--- src/hw/rtl/vsfc_pkg.sv ---
// shared types, constants and defaults for the video sync frame capture block
package vsfc_pkg;

   localparam int DEF_FRAME_DECIMATION  = 1;
   localparam int DEF_VSYNC_RUN         = 2;
   localparam int DEF_HSYNC_LOW_SAMPLES = 93;
   localparam int DEF_LINE_PERIOD       = 734;

   localparam int SAMPLE_W = 16;
   localparam int PIXEL_W  = 8;
   localparam int DIM_W    = 11;
   localparam int RUN_W    = 2;
   localparam int CSR_IDX_W = 2;

   localparam logic [DIM_W-1:0] DIM_MAX       = '1;
   localparam logic [DIM_W-1:0] WIDTH_RESET   = 11'd640;
   localparam logic [DIM_W-1:0] HEIGHT_RESET  = 11'd480;
   localparam logic [RUN_W-1:0] RUN_MAX       = '1;

   localparam logic [CSR_IDX_W-1:0] CSR_SENSOR_WIDTH  = 2'd0;
   localparam logic [CSR_IDX_W-1:0] CSR_SENSOR_HEIGHT = 2'd1;
   localparam logic [CSR_IDX_W-1:0] CSR_FILTER_ENABLE = 2'd2;

   typedef enum logic [4:0] {
      ST_UNKNOWN   = 5'b00001,
      ST_OUT_FRAME = 5'b00010,
      ST_SKIP      = 5'b00100,
      ST_OUT_LINE  = 5'b01000,
      ST_IN_LINE   = 5'b10000
   } frame_state_type;

   typedef struct packed {
      logic [DIM_W-1:0] sensor_width;
      logic [DIM_W-1:0] sensor_height;
      logic             filter_enable;
   } cfg_type;

   typedef struct packed {
      logic [SAMPLE_W-1:0] raw_sample;
      logic                vsync_level;
      logic                hsync_level;
   } item_type;

   typedef struct packed {
      logic [PIXEL_W-1:0] pixel_value;
      logic [DIM_W-1:0]   pixel_row;
      logic [DIM_W-1:0]   pixel_col;
      logic               pixel_valid;
      logic               frame_done;
      logic               frame_truncated;
      logic               line_error;
   } result_type;

endpackage

--- src/hw/rtl/vsfc_if.sv ---
// channel interfaces for sample input, pixel result and register writes
interface vsfc_req_if import vsfc_pkg::*; ();
   logic                valid;
   logic                ready;
   logic [SAMPLE_W-1:0] raw_sample;
   logic                vsync_level;
   logic                hsync_level;

   modport source (output valid, raw_sample, vsync_level, hsync_level, input ready);
   modport sink   (input valid, raw_sample, vsync_level, hsync_level, output ready);
endinterface

interface vsfc_rsp_if import vsfc_pkg::*; ();
   logic               valid;
   logic               ready;
   logic [PIXEL_W-1:0] pixel_value;
   logic [DIM_W-1:0]   pixel_row;
   logic [DIM_W-1:0]   pixel_col;
   logic               pixel_valid;
   logic               frame_done;
   logic               frame_truncated;
   logic               line_error;

   modport source (output valid, pixel_value, pixel_row, pixel_col, pixel_valid,
                   frame_done, frame_truncated, line_error, input ready);
   modport sink   (input valid, pixel_value, pixel_row, pixel_col, pixel_valid,
                   frame_done, frame_truncated, line_error, output ready);
endinterface

interface vsfc_csr_if import vsfc_pkg::*; ();
   logic                 valid;
   logic                 ready;
   logic [CSR_IDX_W-1:0] index;
   logic [DIM_W-1:0]     data;

   modport source (output valid, index, data, input ready);
   modport sink   (input valid, index, data, output ready);
endinterface

--- src/hw/rtl/video_sync_frame_capture_top.sv ---
// top level of the video sync frame capture block
//
// req_bus carries one raw sensor sample per transaction with its vsync and
// hsync levels; rsp_bus returns exactly one result per sample: the pixel
// (bits 11..4), its row and column, and the frame done, truncated and
// line error flags. csr_bus writes sensor_width (index 0), sensor_height
// (index 1) and filter_enable (index 2); it is always ready. It must be
// written while no sample is in flight; the block does not enforce this.
// A sample is held in an input register, runs through the frame state
// machine and lands in the result register. One sample per cycle is
// sustained while the receiver takes results; the state update sits
// between the input and result registers.
// Reset clears the frame state to unknown, all counters to zero and the
// registers to 640 x 480 with filtering off. When the receiver stalls the
// result register holds, the input register still takes one more sample,
// and then req ready drops until the result is taken.
module video_sync_frame_capture_top import vsfc_pkg::*; #(
   parameter int FRAME_DECIMATION  = DEF_FRAME_DECIMATION,
   parameter int VSYNC_RUN         = DEF_VSYNC_RUN,
   parameter int HSYNC_LOW_SAMPLES = DEF_HSYNC_LOW_SAMPLES,
   parameter int LINE_PERIOD       = DEF_LINE_PERIOD
) (
   input  logic       clock,
   input  logic       reset,
   vsfc_req_if.sink   req_bus,
   vsfc_rsp_if.source rsp_bus,
   vsfc_csr_if.sink   csr_bus
);

   cfg_type    cfg;
   item_type   item_ff, item_in;
   logic       item_valid_ff, item_valid_in;
   result_type result;
   result_type rsp_ff, rsp_in;
   logic       rsp_valid_ff, rsp_valid_in;
   logic       advance;
   logic       req_take;

   vsfc_csr u_csr (
      .clock   (clock),
      .reset   (reset),
      .csr_bus (csr_bus),
      .cfg     (cfg)
   );

   vsfc_core #(
      .FRAME_DECIMATION  (FRAME_DECIMATION),
      .VSYNC_RUN         (VSYNC_RUN),
      .HSYNC_LOW_SAMPLES (HSYNC_LOW_SAMPLES),
      .LINE_PERIOD       (LINE_PERIOD)
   ) u_core (
      .clock   (clock),
      .reset   (reset),
      .advance (advance),
      .cfg     (cfg),
      .item    (item_ff),
      .result  (result)
   );

   assign advance       = item_valid_ff && (!rsp_valid_ff || rsp_bus.ready);
   assign req_bus.ready = !item_valid_ff || advance;
   assign req_take      = req_bus.valid && req_bus.ready;

   always_comb begin
      item_in.raw_sample  = req_bus.raw_sample;
      item_in.vsync_level = req_bus.vsync_level;
      item_in.hsync_level = req_bus.hsync_level;
      if (req_take) begin
         item_valid_in = 1'b1;
      end else if (advance) begin
         item_valid_in = 1'b0;
      end else begin
         item_valid_in = item_valid_ff;
      end
      rsp_in = result;
      if (advance) begin
         rsp_valid_in = 1'b1;
      end else if (rsp_bus.ready) begin
         rsp_valid_in = 1'b0;
      end else begin
         rsp_valid_in = rsp_valid_ff;
      end
   end

   always_ff @(posedge clock) begin
      if (reset) begin
         item_valid_ff <= 1'b0;
         rsp_valid_ff  <= 1'b0;
      end else begin
         item_valid_ff <= item_valid_in;
         rsp_valid_ff  <= rsp_valid_in;
      end
   end

   always_ff @(posedge clock) begin
      if (req_take) begin
         item_ff <= item_in;
      end
      if (advance) begin
         rsp_ff <= rsp_in;
      end
   end

   assign rsp_bus.valid           = rsp_valid_ff;
   assign rsp_bus.pixel_value     = rsp_ff.pixel_value;
   assign rsp_bus.pixel_row       = rsp_ff.pixel_row;
   assign rsp_bus.pixel_col       = rsp_ff.pixel_col;
   assign rsp_bus.pixel_valid     = rsp_ff.pixel_valid;
   assign rsp_bus.frame_done      = rsp_ff.frame_done;
   assign rsp_bus.frame_truncated = rsp_ff.frame_truncated;
   assign rsp_bus.line_error      = rsp_ff.line_error;

endmodule

--- src/hw/rtl/vsfc_csr.sv ---
// configuration register bank
module vsfc_csr import vsfc_pkg::*; (
   input  logic         clock,
   input  logic         reset,
   vsfc_csr_if.sink     csr_bus,
   output cfg_type      cfg
);

   cfg_type cfg_ff, cfg_in;

   assign csr_bus.ready = 1'b1;
   assign cfg = cfg_ff;

   always_comb begin
      cfg_in = cfg_ff;
      if (csr_bus.valid) begin
         unique case (csr_bus.index)
            CSR_SENSOR_WIDTH:  cfg_in.sensor_width  = csr_bus.data;
            CSR_SENSOR_HEIGHT: cfg_in.sensor_height = csr_bus.data;
            CSR_FILTER_ENABLE: cfg_in.filter_enable = csr_bus.data[0];
            default:           cfg_in = cfg_ff;
         endcase
      end
   end

   always_ff @(posedge clock) begin
      if (reset) begin
         cfg_ff.sensor_width  <= WIDTH_RESET;
         cfg_ff.sensor_height <= HEIGHT_RESET;
         cfg_ff.filter_enable <= 1'b0;
      end else begin
         cfg_ff <= cfg_in;
      end
   end

endmodule

--- src/hw/rtl/vsfc_core.sv ---
// frame and line state machine with pixel result logic
module vsfc_core import vsfc_pkg::*; #(
   parameter int FRAME_DECIMATION  = DEF_FRAME_DECIMATION,
   parameter int VSYNC_RUN         = DEF_VSYNC_RUN,
   parameter int HSYNC_LOW_SAMPLES = DEF_HSYNC_LOW_SAMPLES,
   parameter int LINE_PERIOD       = DEF_LINE_PERIOD
) (
   input  logic       clock,
   input  logic       reset,
   input  logic       advance,
   input  cfg_type    cfg,
   input  item_type   item,
   output result_type result
);

   localparam int PHASE_W = (FRAME_DECIMATION > 1) ? $clog2(FRAME_DECIMATION) : 1;
   localparam int LP_W    = $clog2(LINE_PERIOD);
   localparam int LP_START =
      (VSYNC_RUN + LINE_PERIOD * 1024 - HSYNC_LOW_SAMPLES - 1) % LINE_PERIOD;
   localparam logic [LP_W-1:0]    LP_LAST    = LP_W'(LINE_PERIOD - 1);
   localparam logic [LP_W-1:0]    LP_LOAD    = LP_W'(LP_START);
   localparam logic [PHASE_W-1:0] PHASE_LAST = PHASE_W'(FRAME_DECIMATION - 1);
   localparam logic [RUN_W-1:0]   RUN_START  = RUN_W'(VSYNC_RUN);

   frame_state_type    state_ff, state_in;
   logic [RUN_W-1:0]   run_ff, run_in;
   logic [PHASE_W-1:0] phase_ff, phase_in;
   logic [DIM_W-1:0]   row_ff, row_in;
   logic [DIM_W-1:0]   col_ff, col_in;
   logic [LP_W-1:0]    lp_ff, lp_in;
   logic [RUN_W-1:0]   run_next;
   logic [PHASE_W-1:0] phase_next;

   always_comb begin
      state_in = state_ff;
      run_in   = run_ff;
      phase_in = phase_ff;
      row_in   = row_ff;
      col_in   = col_ff;
      lp_in    = (lp_ff == LP_LAST) ? '0 : lp_ff + 1'b1;
      result   = '0;
      run_next   = '0;
      phase_next = (phase_ff == PHASE_LAST) ? '0 : phase_ff + 1'b1;

      unique case (state_ff)
         ST_OUT_FRAME: begin
            if (item.vsync_level) begin
               run_next = (run_ff == RUN_MAX) ? run_ff : run_ff + 1'b1;
            end
            run_in = run_next;
            if (run_next >= RUN_START) begin
               run_in   = '0;
               phase_in = phase_next;
               if (phase_next == '0) begin
                  state_in = ST_OUT_LINE;
                  lp_in    = LP_LOAD;
               end else begin
                  state_in = ST_SKIP;
               end
            end
         end
         ST_SKIP: begin
            if (!item.vsync_level) begin
               row_in   = '0;
               col_in   = '0;
               run_in   = '0;
               state_in = ST_OUT_FRAME;
            end
         end
         ST_OUT_LINE: begin
            if (!item.vsync_level) begin
               result.frame_done      = 1'b1;
               result.frame_truncated = 1'b1;
               row_in   = '0;
               col_in   = '0;
               run_in   = '0;
               state_in = ST_OUT_FRAME;
            end else if (item.hsync_level) begin
               state_in = ST_IN_LINE;
               if (cfg.filter_enable && lp_in != '0) begin
                  row_in   = '0;
                  col_in   = '0;
                  run_in   = '0;
                  state_in = ST_UNKNOWN;
                  result.line_error = 1'b1;
               end
            end
         end
         ST_IN_LINE: begin
            if (item.hsync_level) begin
               if (col_ff < cfg.sensor_width && row_ff < cfg.sensor_height) begin
                  result.pixel_valid = 1'b1;
                  result.pixel_value = item.raw_sample[11:4];
                  result.pixel_row   = row_ff;
                  result.pixel_col   = col_ff;
               end
               if (col_ff != DIM_MAX) begin
                  col_in = col_ff + 1'b1;
               end
            end else begin
               col_in   = '0;
               row_in   = row_ff + 1'b1;
               state_in = ST_OUT_LINE;
            end
            if (row_in == cfg.sensor_height) begin
               result.frame_done = 1'b1;
               row_in   = '0;
               col_in   = '0;
               run_in   = '0;
               state_in = ST_UNKNOWN;
            end
         end
         default: begin
            state_in = (!item.vsync_level && !item.hsync_level) ? ST_OUT_FRAME : ST_UNKNOWN;
         end
      endcase
   end

   always_ff @(posedge clock) begin
      if (reset) begin
         state_ff <= ST_UNKNOWN;
         run_ff   <= '0;
         phase_ff <= '0;
         row_ff   <= '0;
         col_ff   <= '0;
         lp_ff    <= '0;
      end else if (advance) begin
         state_ff <= state_in;
         run_ff   <= run_in;
         phase_ff <= phase_in;
         row_ff   <= row_in;
         col_ff   <= col_in;
         lp_ff    <= lp_in;
      end
   end

endmodule
--- src/flat_wrapper.sv ---
// flat-port wrapper written by rule: the top's interface ports become plain ports
module video_sync_frame_capture_top_flat import vsfc_pkg::*;
#(
   parameter int FRAME_DECIMATION  = DEF_FRAME_DECIMATION,
   parameter int VSYNC_RUN         = DEF_VSYNC_RUN,
   parameter int HSYNC_LOW_SAMPLES = DEF_HSYNC_LOW_SAMPLES,
   parameter int LINE_PERIOD       = DEF_LINE_PERIOD
)
  (clock, reset, req_bus_valid, req_bus_raw_sample, req_bus_vsync_level, req_bus_hsync_level, req_bus_ready, rsp_bus_valid, rsp_bus_pixel_value, rsp_bus_pixel_row, rsp_bus_pixel_col, rsp_bus_pixel_valid, rsp_bus_frame_done, rsp_bus_frame_truncated, rsp_bus_line_error, rsp_bus_ready, csr_bus_valid, csr_bus_index, csr_bus_data, csr_bus_ready);
  vsfc_req_if req_bus_i ();
  vsfc_rsp_if rsp_bus_i ();
  vsfc_csr_if csr_bus_i ();
  input  logic clock;
  input  logic reset;
  input wire logic [$bits(req_bus_i.valid)-1:0] req_bus_valid;
  input wire logic [$bits(req_bus_i.raw_sample)-1:0] req_bus_raw_sample;
  input wire logic [$bits(req_bus_i.vsync_level)-1:0] req_bus_vsync_level;
  input wire logic [$bits(req_bus_i.hsync_level)-1:0] req_bus_hsync_level;
  output wire logic [$bits(req_bus_i.ready)-1:0] req_bus_ready;
  output wire logic [$bits(rsp_bus_i.valid)-1:0] rsp_bus_valid;
  output wire logic [$bits(rsp_bus_i.pixel_value)-1:0] rsp_bus_pixel_value;
  output wire logic [$bits(rsp_bus_i.pixel_row)-1:0] rsp_bus_pixel_row;
  output wire logic [$bits(rsp_bus_i.pixel_col)-1:0] rsp_bus_pixel_col;
  output wire logic [$bits(rsp_bus_i.pixel_valid)-1:0] rsp_bus_pixel_valid;
  output wire logic [$bits(rsp_bus_i.frame_done)-1:0] rsp_bus_frame_done;
  output wire logic [$bits(rsp_bus_i.frame_truncated)-1:0] rsp_bus_frame_truncated;
  output wire logic [$bits(rsp_bus_i.line_error)-1:0] rsp_bus_line_error;
  input wire logic [$bits(rsp_bus_i.ready)-1:0] rsp_bus_ready;
  input wire logic [$bits(csr_bus_i.valid)-1:0] csr_bus_valid;
  input wire logic [$bits(csr_bus_i.index)-1:0] csr_bus_index;
  input wire logic [$bits(csr_bus_i.data)-1:0] csr_bus_data;
  output wire logic [$bits(csr_bus_i.ready)-1:0] csr_bus_ready;
  assign req_bus_i.valid = req_bus_valid;
  assign req_bus_i.raw_sample = req_bus_raw_sample;
  assign req_bus_i.vsync_level = req_bus_vsync_level;
  assign req_bus_i.hsync_level = req_bus_hsync_level;
  assign req_bus_ready = req_bus_i.ready;
  assign rsp_bus_valid = rsp_bus_i.valid;
  assign rsp_bus_pixel_value = rsp_bus_i.pixel_value;
  assign rsp_bus_pixel_row = rsp_bus_i.pixel_row;
  assign rsp_bus_pixel_col = rsp_bus_i.pixel_col;
  assign rsp_bus_pixel_valid = rsp_bus_i.pixel_valid;
  assign rsp_bus_frame_done = rsp_bus_i.frame_done;
  assign rsp_bus_frame_truncated = rsp_bus_i.frame_truncated;
  assign rsp_bus_line_error = rsp_bus_i.line_error;
  assign rsp_bus_i.ready = rsp_bus_ready;
  assign csr_bus_i.valid = csr_bus_valid;
  assign csr_bus_i.index = csr_bus_index;
  assign csr_bus_i.data = csr_bus_data;
  assign csr_bus_ready = csr_bus_i.ready;
  video_sync_frame_capture_top #(.FRAME_DECIMATION(FRAME_DECIMATION), .VSYNC_RUN(VSYNC_RUN), .HSYNC_LOW_SAMPLES(HSYNC_LOW_SAMPLES), .LINE_PERIOD(LINE_PERIOD)) u_core (.clock(clock), .reset(reset), .req_bus(req_bus_i), .rsp_bus(rsp_bus_i), .csr_bus(csr_bus_i));
endmodule
--- config.mk ---
export PLATFORM = sky130hd
export DESIGN_NAME = video_sync_frame_capture_top_flat
export DESIGN_NICKNAME = d
export VERILOG_FILES = /design/src/hw/rtl/vsfc_pkg.sv /design/src/hw/rtl/vsfc_if.sv /design/src/hw/rtl/video_sync_frame_capture_top.sv /design/src/hw/rtl/vsfc_csr.sv /design/src/hw/rtl/vsfc_core.sv /design/src/flat_wrapper.sv
export SDC_FILE = /design/constraint.sdc
export NUM_CORES = 1
export LEC_CHECK = 0
export ABC_AREA = 1
export BUFFER_PORTS_ARGS = -buffer_cell sky130_fd_sc_hd__buf_2
export CORE_UTILIZATION = 31
export DETAILED_ROUTE_END_ITERATION = 12
export PLACE_DENSITY = 0.52
export SLEW_MARGIN = 10
export SYNTH_ARGS = -nofsm -noshare
export SYNTH_HDL_FRONTEND = slang
export SYNTH_SLANG_ARGS = --single-unit
export TNS_END_PERCENT = 1
--- constraint.sdc ---
create_clock -name clock -period 2.7 [get_ports clock]
set_clock_uncertainty 0.2 [all_clocks]
set_input_delay 0.27 -clock clock [delete_from_list [all_inputs] [get_ports clock]]
set_output_delay 0.27 -clock clock [all_outputs]
set_load 0.02 [all_outputs]
==> metrics.txt, run 1 <==
Total GRT Usage about 16%; Setup TNS 0 ns; clock-pin slew on the worst setup and hold paths 0.08 ns; max-cap violations 0; synth-to-layout area growth 21.09%; Final Hold Viols 0; I/O pin count 73; core footprint 17,960 um^2; multiplexer share of the synthesized area 0%; final setup violation count 0; XOR/XNOR share of the synthesized area 0.1538%; Leakage 2.985 nW; Slew Limit Fails 0; nets 904; complex-gate fraction of the synthesized area 9.490%; unrepaired setup endpoints after global routing true; gpl congestion just under 0.8; fin crit share 91.00%; Synth top area share between 20 and 25%; initial drt markers 237; fmax 407.0 MHz; Antenna Nets Post-Route 0; first-pass iteration count of the detailed router 4; origin of the critical flop-to-flop path u_core.item_ff[0]$_DFFE_PP_; Area contributors post-synth edfxtp_1, dfxtp_1, nand2_1; Rel. slew slack 51.32%; gr ovfl total 0; final HPWL from detailed placement between 10,000 and 15,000 um; share of cells above drive strength 1 16.96%; Rows 49; Critical Path Source Type register; Crit. End Element register; critical path capture point u_core.u_core.col_ff[5]$_SDFFE_PP0P_; Finished Core Util 38.39%; TritonCTS buffer count 9; Slew @ Worst Pin around 0.73 ns; maximum vdd drop 0.3040 mV; Post-Syn Instances 745; Yosys cell types 38; worst path required time 2.79 ns; worst reg-to-reg setup slack ~0.24 ns; Antenna diodes 0; DR DRC count 0; Die ar. 18,920 um^2; total clock sinks 107; clock root cell clkbuf_16; largest net degree at the start of global routing 36; # port buffers 63; Critical Path AT 2.55 ns; Crit. Startpoint u_core.item_ff[0]$_DFFE_PP_; Syn. warnings 0; final instance area 6897 um^2; vias in the first global route roughly 4,600; Avg Cell Area, Syn 7.645 um^2; status finished, final reports clean; Reg2Reg Depth 13; WS Path Type register to register; CTS tree done; total power roughly 3.4 mW; critical path peak fanout 8; width of the die between 100 and 150 um; WL per Instance 13.22 um; area post-placement 6397 um^2; first-pass GRT wire length 22,890 um; Post-Synth Simple-Gate Area 30.43%; Hold WC Path Type primary input to register; DR vias/cell 4.619; H-tree depth 3; pwr dens 497.6 nW/um^2; register bit total from synthesis 107; synthesized area 5695 um^2; WL final 14,250 um; largest family of logic cells by synthesized area simple AND/OR/NAND/NOR gates; Max clock buf depth 2; reg-to-reg critical path endpoint u_core.u_core.col_ff[5]$_SDFFE_PP0P_; fin crit period 2.457 ns; sequential area share after synthesis 45.34%; initial antenna violation count 0; Synth Net Count 805; Initial Utilization 31.71%; post-synth top area cell edfxtp_1; worst-skew pair later-pin latency 0.36 ns; area share of fa/ha/maj cells after synthesis 5.272%; die height 137.5 um; via count about 5,000
per-stage QoR:
stage	hold slack [ns]	instances	worst slack, ns
6_report	0.01419	1078	0.2429
5_1_grt	0.01215	1078	-0.01072
4_1_cts	0.005261	1077	0.1306
3_5_place_dp	0.2562	1043	0.1695
3_3_place_gp	0.2474	1043	0.1647
2_1_floorplan	0.1689	745	0.3159
registers in the layout, summed over array words and instances, names as in the netlist, 2 cells and up:
| name | count |
|---|---|
| u_core.item_ff | 10 |
| u_core.rsp_bus.pixel_col | 11 |
| u_core.rsp_bus.pixel_row | 11 |
| u_core.rsp_bus.pixel_value | 8 |
| u_core.u_core.col_ff | 11 |
| u_core.u_core.lp_ff | 10 |
| u_core.u_core.row_ff | 11 |
| u_core.u_core.run_ff | 2 |
| u_core.u_core.state_ff | 4 |
| u_core.u_csr.cfg | 23 |
cell usage after synthesis:
| cell type | instances |
|---|---|
| a2111oi_0 | 1 |
| a211o_1 | 1 |
| a21oi_1 | 44 |
| a21oi_2 | 4 |
| a221oi_1 | 2 |
| a32oi_1 | 2 |
| buf_4 | 3 |
| buf_6 | 3 |
| buf_8 | 1 |
| clkbuf_1 | 13 |
| clkinv_1 | 1 |
| conb_1 | 1 |
| dfxtp_1 | 63 |
| edfxtp_1 | 44 |
| ha_1 | 24 |
| inv_1 | 101 |
| inv_2 | 4 |
| inv_6 | 1 |
| nand2_1 | 170 |
| nand2_2 | 11 |
| nand3_1 | 77 |
| nand3_2 | 2 |
| nand3_4 | 1 |
| nand4_1 | 13 |
| nand4_2 | 1 |
| nor2_1 | 86 |
| nor2_2 | 1 |
| nor2_4 | 6 |
| nor3_1 | 13 |
| nor3_2 | 1 |
| nor4_1 | 3 |
| o211ai_1 | 6 |
| o21ai_0 | 28 |
| o21ai_1 | 8 |
| o21bai_1 | 1 |
| or2_0 | 1 |
| or2_2 | 2 |
| xor2_1 | 1 |
logic make-up (layout without fill, tap and decap cells):
family / Yosys count / count (layout)
simple gates: 388 / 388
buf+inv: 127 / 231
flops: 107 / 107
compound gates: 97 / 97
fa+ha+maj: 24 / 24
other cells: 1 / 1
xor+xnor: 1 / 1
worst max-delay path, stage by stage (launching register included):
cell      delay (ns)
edfxtp_1        0.36
buf_4           0.18
nor2_4          0.23
nand3_1         0.16
nand3_1         0.12
nand2_1         0.08
nor2_1          0.15
nand2_1         0.07
nor2_1          0.10
nand3_2         0.14
nand4_2         0.19
buf_4           0.17
nand3_1         0.07
a21oi_1         0.16
layout by cell type, fill, tap and decap left out, types with 2 or more instances in the layout:
master,count
a221oi_1,2
dfxtp_2,2
nand2_1,170
nor2_1,86
a32oi_1,2
o21ai_0,28
nor3_1,13
edfxtp_1,44
clkbuf_16,9
inv_1,101
dlygate4sd3_1,18
buf_2,63
ha_1,23
inv_2,3
inv_6,3
buf_4,25
a21oi_1,44
a21oi_2,4
dfxtp_1,61
or2_2,2
buf_12,2
inv_8,2
nand4_1,13
nor4_1,3
nand2_2,11
clkinv_4,2
nor2_4,6
o211ai_1,6
nand3_2,3
nand3_1,76
o21ai_1,8
metal layers:
layer | share of wire, % | wire length, um | GRT usage (%)
met5 | 0 | 0 | 0
met4 | 1.1 | 160 | 4.579
met3 | 3.4 | 488 | 3.348
met1 | 51 | 7242 | 21.52
met2 | 45 | 6357 | 25.27
area by class of cell:
class                           count  area [um^2]
Fill cell                        1917        11070
Multi-Input combinational cell    511         2594
Sequential cell                   107         2585
Timing Repair Buffer              108        723.2
Inverter                          107        409.1
Tap cell                          229        286.5
Clock buffer                        9        225.2
Clock inverter                      7        73.82
power breakdown:
group | switching, mW | internal, mW
combinational | 0.205 | 0.119
sequential | 0.0273 | 1.74
clock | 0.683 | 0.658
total | 0.915 | 2.52
repair_timing:
item / CTS / global route
endpoints found under the hold margin: 20 / 0
resized for setup: 0 / 5
hold buffers: 18 / 0
setup buffers: 0 / 1
setup endpoints to repair: 0 / 51
worst min path at each step:
stage	from	endpoint	depth (start not counted)
finish	csr_bus_valid	u_core.u_csr.cfg[0]$_SDFFE_PP0P_	3
global placement	req_bus_hsync_level	u_core.item_ff[0]$_DFFE_PP_	1
CTS	csr_bus_data[0]	u_core.u_csr.cfg[12]$_SDFFE_PP0P_	3
global route	csr_bus_data[4]	u_core.u_csr.cfg[16]$_SDFFE_PP0P_	3
detailed placement	req_bus_raw_sample[10]	u_core.item_ff[12]$_DFFE_PP_	1
floorplan	req_bus_hsync_level	u_core.item_ff[0]$_DFFE_PP_	0
(Power assumes the default switching activity.)
==> inputs of run 2 (changes only) <==
Settings changed: PLACE_DENSITY 0.52 to 0.6.
==> run 2 against run 1 <==
Core utilization up 0.47 points. Die area unchanged. Final cell count up 0.65%. Critical path depth up 2. Power up 1.3%. Final area up 1.2%. Via count up 2.7%. Clock power up 3%. Worst hold slack better by 0.013 ns. Non-clock buffer count up 7. Clock-buffer cell count unchanged. Largest cell class unchanged. Highest routed layer unchanged.
==> metrics.txt, run 2 (synthesized netlist as in run 1, its figures left out) <==
status finished, final reports clean (unchanged); WS Path Type register to register (unchanged); CP max-delay cell dfxtp_2 (was edfxtp_1); share of cells above drive strength 1 17.76% (was 16.96%); DR vias/cell 4.713 (was 4.619); worst path required time 2.74 ns (was 2.79 ns); initial antenna violation count 0 (unchanged); WL per Instance 13.10 um (was 13.22 um); fin crit share 92.63% (was 91.00%); initial drt markers 312 (was 237); DR DRC count 0 (unchanged); Slew @ Worst Pin 0.5888 ns (was 0.7294 ns); # port buffers 63 (unchanged); gpl congestion 0.8573 (was 0.7822); final HPWL from detailed placement 9950 um (was 10,480 um); max-cap violations 0 (unchanged); H-tree depth 3 (unchanged); Max clock buf depth 2 (unchanged); total clock sinks 107 (unchanged); Rows 49 (unchanged); worst-skew pair later-pin latency 0.37 ns (was 0.36 ns); final instance area 6980 um^2 (was 6897 um^2); first-pass GRT wire length 23,090 um (was 22,890 um); CTS tree done (unchanged); TritonCTS buffer count 9 (unchanged); fin crit period 2.501 ns (was 2.457 ns); Critical Path AT 2.55 ns (about the same); nets 911 (was 904); maximum vdd drop 0.3574 mV (was 0.3040 mV); critical path peak fanout 8 (unchanged); crit path cell chain ha_2 > nand2_2 > nor2_4 > nand2_1 > nand3_1 > nand2_1 > nor2_1 > nand2_1 > nor2_2 > nand3_2 > nand2_4 > buf_4 > nor2_1 > o21ai_1 > nor2_1 (was buf_4 > nor2_4 > nand3_1 > nand3_1 > nand2_1 > nor2_1 > nand2_1 > nor2_1 > nand3_2 > nand4_2 > buf_4 > nand3_1 > a21oi_1); via count 5,114 (was 4,979); Setup TNS 0 ns (unchanged); area post-placement 6335 um^2 (was 6397 um^2); width of the die 137.5 um (unchanged); Leakage 2.986 nW (was 2.985 nW); pwr dens 498.1 nW/um^2 (was 497.6 nW/um^2); I/O pin count 73 (unchanged); WL final 14,210 um (was 14,250 um); max reg flops 23 (unchanged); total power 3.477 mW (was 3.432 mW); clock-pin slew on the worst setup and hold paths 0.08 ns (about the same); Antenna Nets Post-Route 0 (unchanged); Rel. slew slack 60.39% (was 51.32%); gr ovfl total 0 (unchanged); vias in the first global route 4,717 (was 4,574); most frequent cells in the layout nand2_1, inv_1, nor2_1, nand3_1, buf_2 (unchanged); Crit. End Element register (unchanged); synth-to-layout area growth 22.56% (was 21.09%); fmax 399.8 MHz (was 407.0 MHz); largest net degree at the start of global routing 36 (unchanged); final setup violation count 0 (unchanged); Initial Utilization 31.71% (unchanged); die height 137.5 um (unchanged); Finished Core Util 38.86% (was 38.39%); delay of the slowest critical-path stage 0.37 ns (was 0.36 ns); Total GRT Usage 16.02% (was 15.88%); Slew Limit Fails 0 (unchanged); Hold WC Path Type primary input to register (unchanged); first-pass iteration count of the detailed router 4 (unchanged); Final Hold Viols 0 (unchanged); core footprint 17,960 um^2 (unchanged); clock root cell clkbuf_16 (unchanged); Antenna diodes 0 (unchanged); Die ar. 18,920 um^2 (unchanged); WHS 0.02694 ns (was 0.01419 ns); most common library cell in the layout ignoring fill and taps nand2_1 (unchanged); Critical Path Source Type register (unchanged)
[run 2: cell types whose count changed in the layout (fill, tap and decap cells not counted), sizes merged]
cell,previous run,this run
inv,110,109
clkinv,4,5
buf,90,94
dlygate4sd3,18,21
[run 2: final timing paths]
kind	cells after the start	startpoint	slack (ns)	end
max	15	u_core.u_core.row_ff[1]$_SDFFE_PP0P_	0.20	u_core.u_core.row_ff[2]$_SDFFE_PP0P_
min	3	csr_bus_data[3]	0.03	u_core.u_csr.cfg[15]$_SDFFE_PP0P_
max reg2reg	15	u_core.u_core.row_ff[1]$_SDFFE_PP0P_	0.20	u_core.u_core.row_ff[2]$_SDFFE_PP0P_
min reg2reg	2	u_core.u_csr.cfg[20]$_SDFFE_PP0P_	0.27	u_core.u_csr.cfg[20]$_SDFFE_PP0P_
[run 2: layout make-up]
type / count / area, um^2
clock buffer: 9 / 225.2
clock inverter: 7 / 83.83
fill: 1874 / 10980
inverter: 107 / 411.6
multi-input combinational: 511 / 2625
sequential: 107 / 2585
tap: 229 / 286.5
timing repair buffer: 115 / 763.2
[run 2: layer usage]
| metal | vias to the layer above | GRT usage, % | routed length [um] |
|---|---|---|---|
| met2 | 114 | 25.57 | 6475 |
| met1 | 2332 | 21.46 | 6793 |
| li1 | 2658 | - | - |
| met4 | 0 | 4.274 | 148 |
| met3 | 10 | 3.900 | 795 |
| met5 | - | 0 | 0 |
[run 2: timing repair]
item,CTS,global route
buffers inserted,0,10
gates resized for setup,0,18
hold endpoints to repair,22,0
hold buffers,21,0
setup endpoints to repair,0,21
[run 2: worst max-delay path, delay by kind of cell (launching register included)]
family                   cells  cell delay, ns
buffers and inverters        1            0.15
AND/OR/NAND/NOR             12            1.34
AO/OA/AOI/OAI                1            0.11
adder cells (fa/ha/maj)      1            0.21
flip-flops                   1            0.37
[run 2: power by group]
group          switching, mW  internal (mW)  total, mW
logic                  0.209          0.123      0.332
registers             0.0269           1.74       1.77
clock network          0.706          0.672       1.38
[run 2: per-stage QoR]
stage / setup WS, ns / cells
2_1_floorplan: 0.3159 / 745
3_3_place_gp: 0.1749 / 1038
3_5_place_dp: 0.1629 / 1038
4_1_cts: 0.1182 / 1075
5_1_grt: -0.01175 / 1085
6_report: 0.1989 / 1085
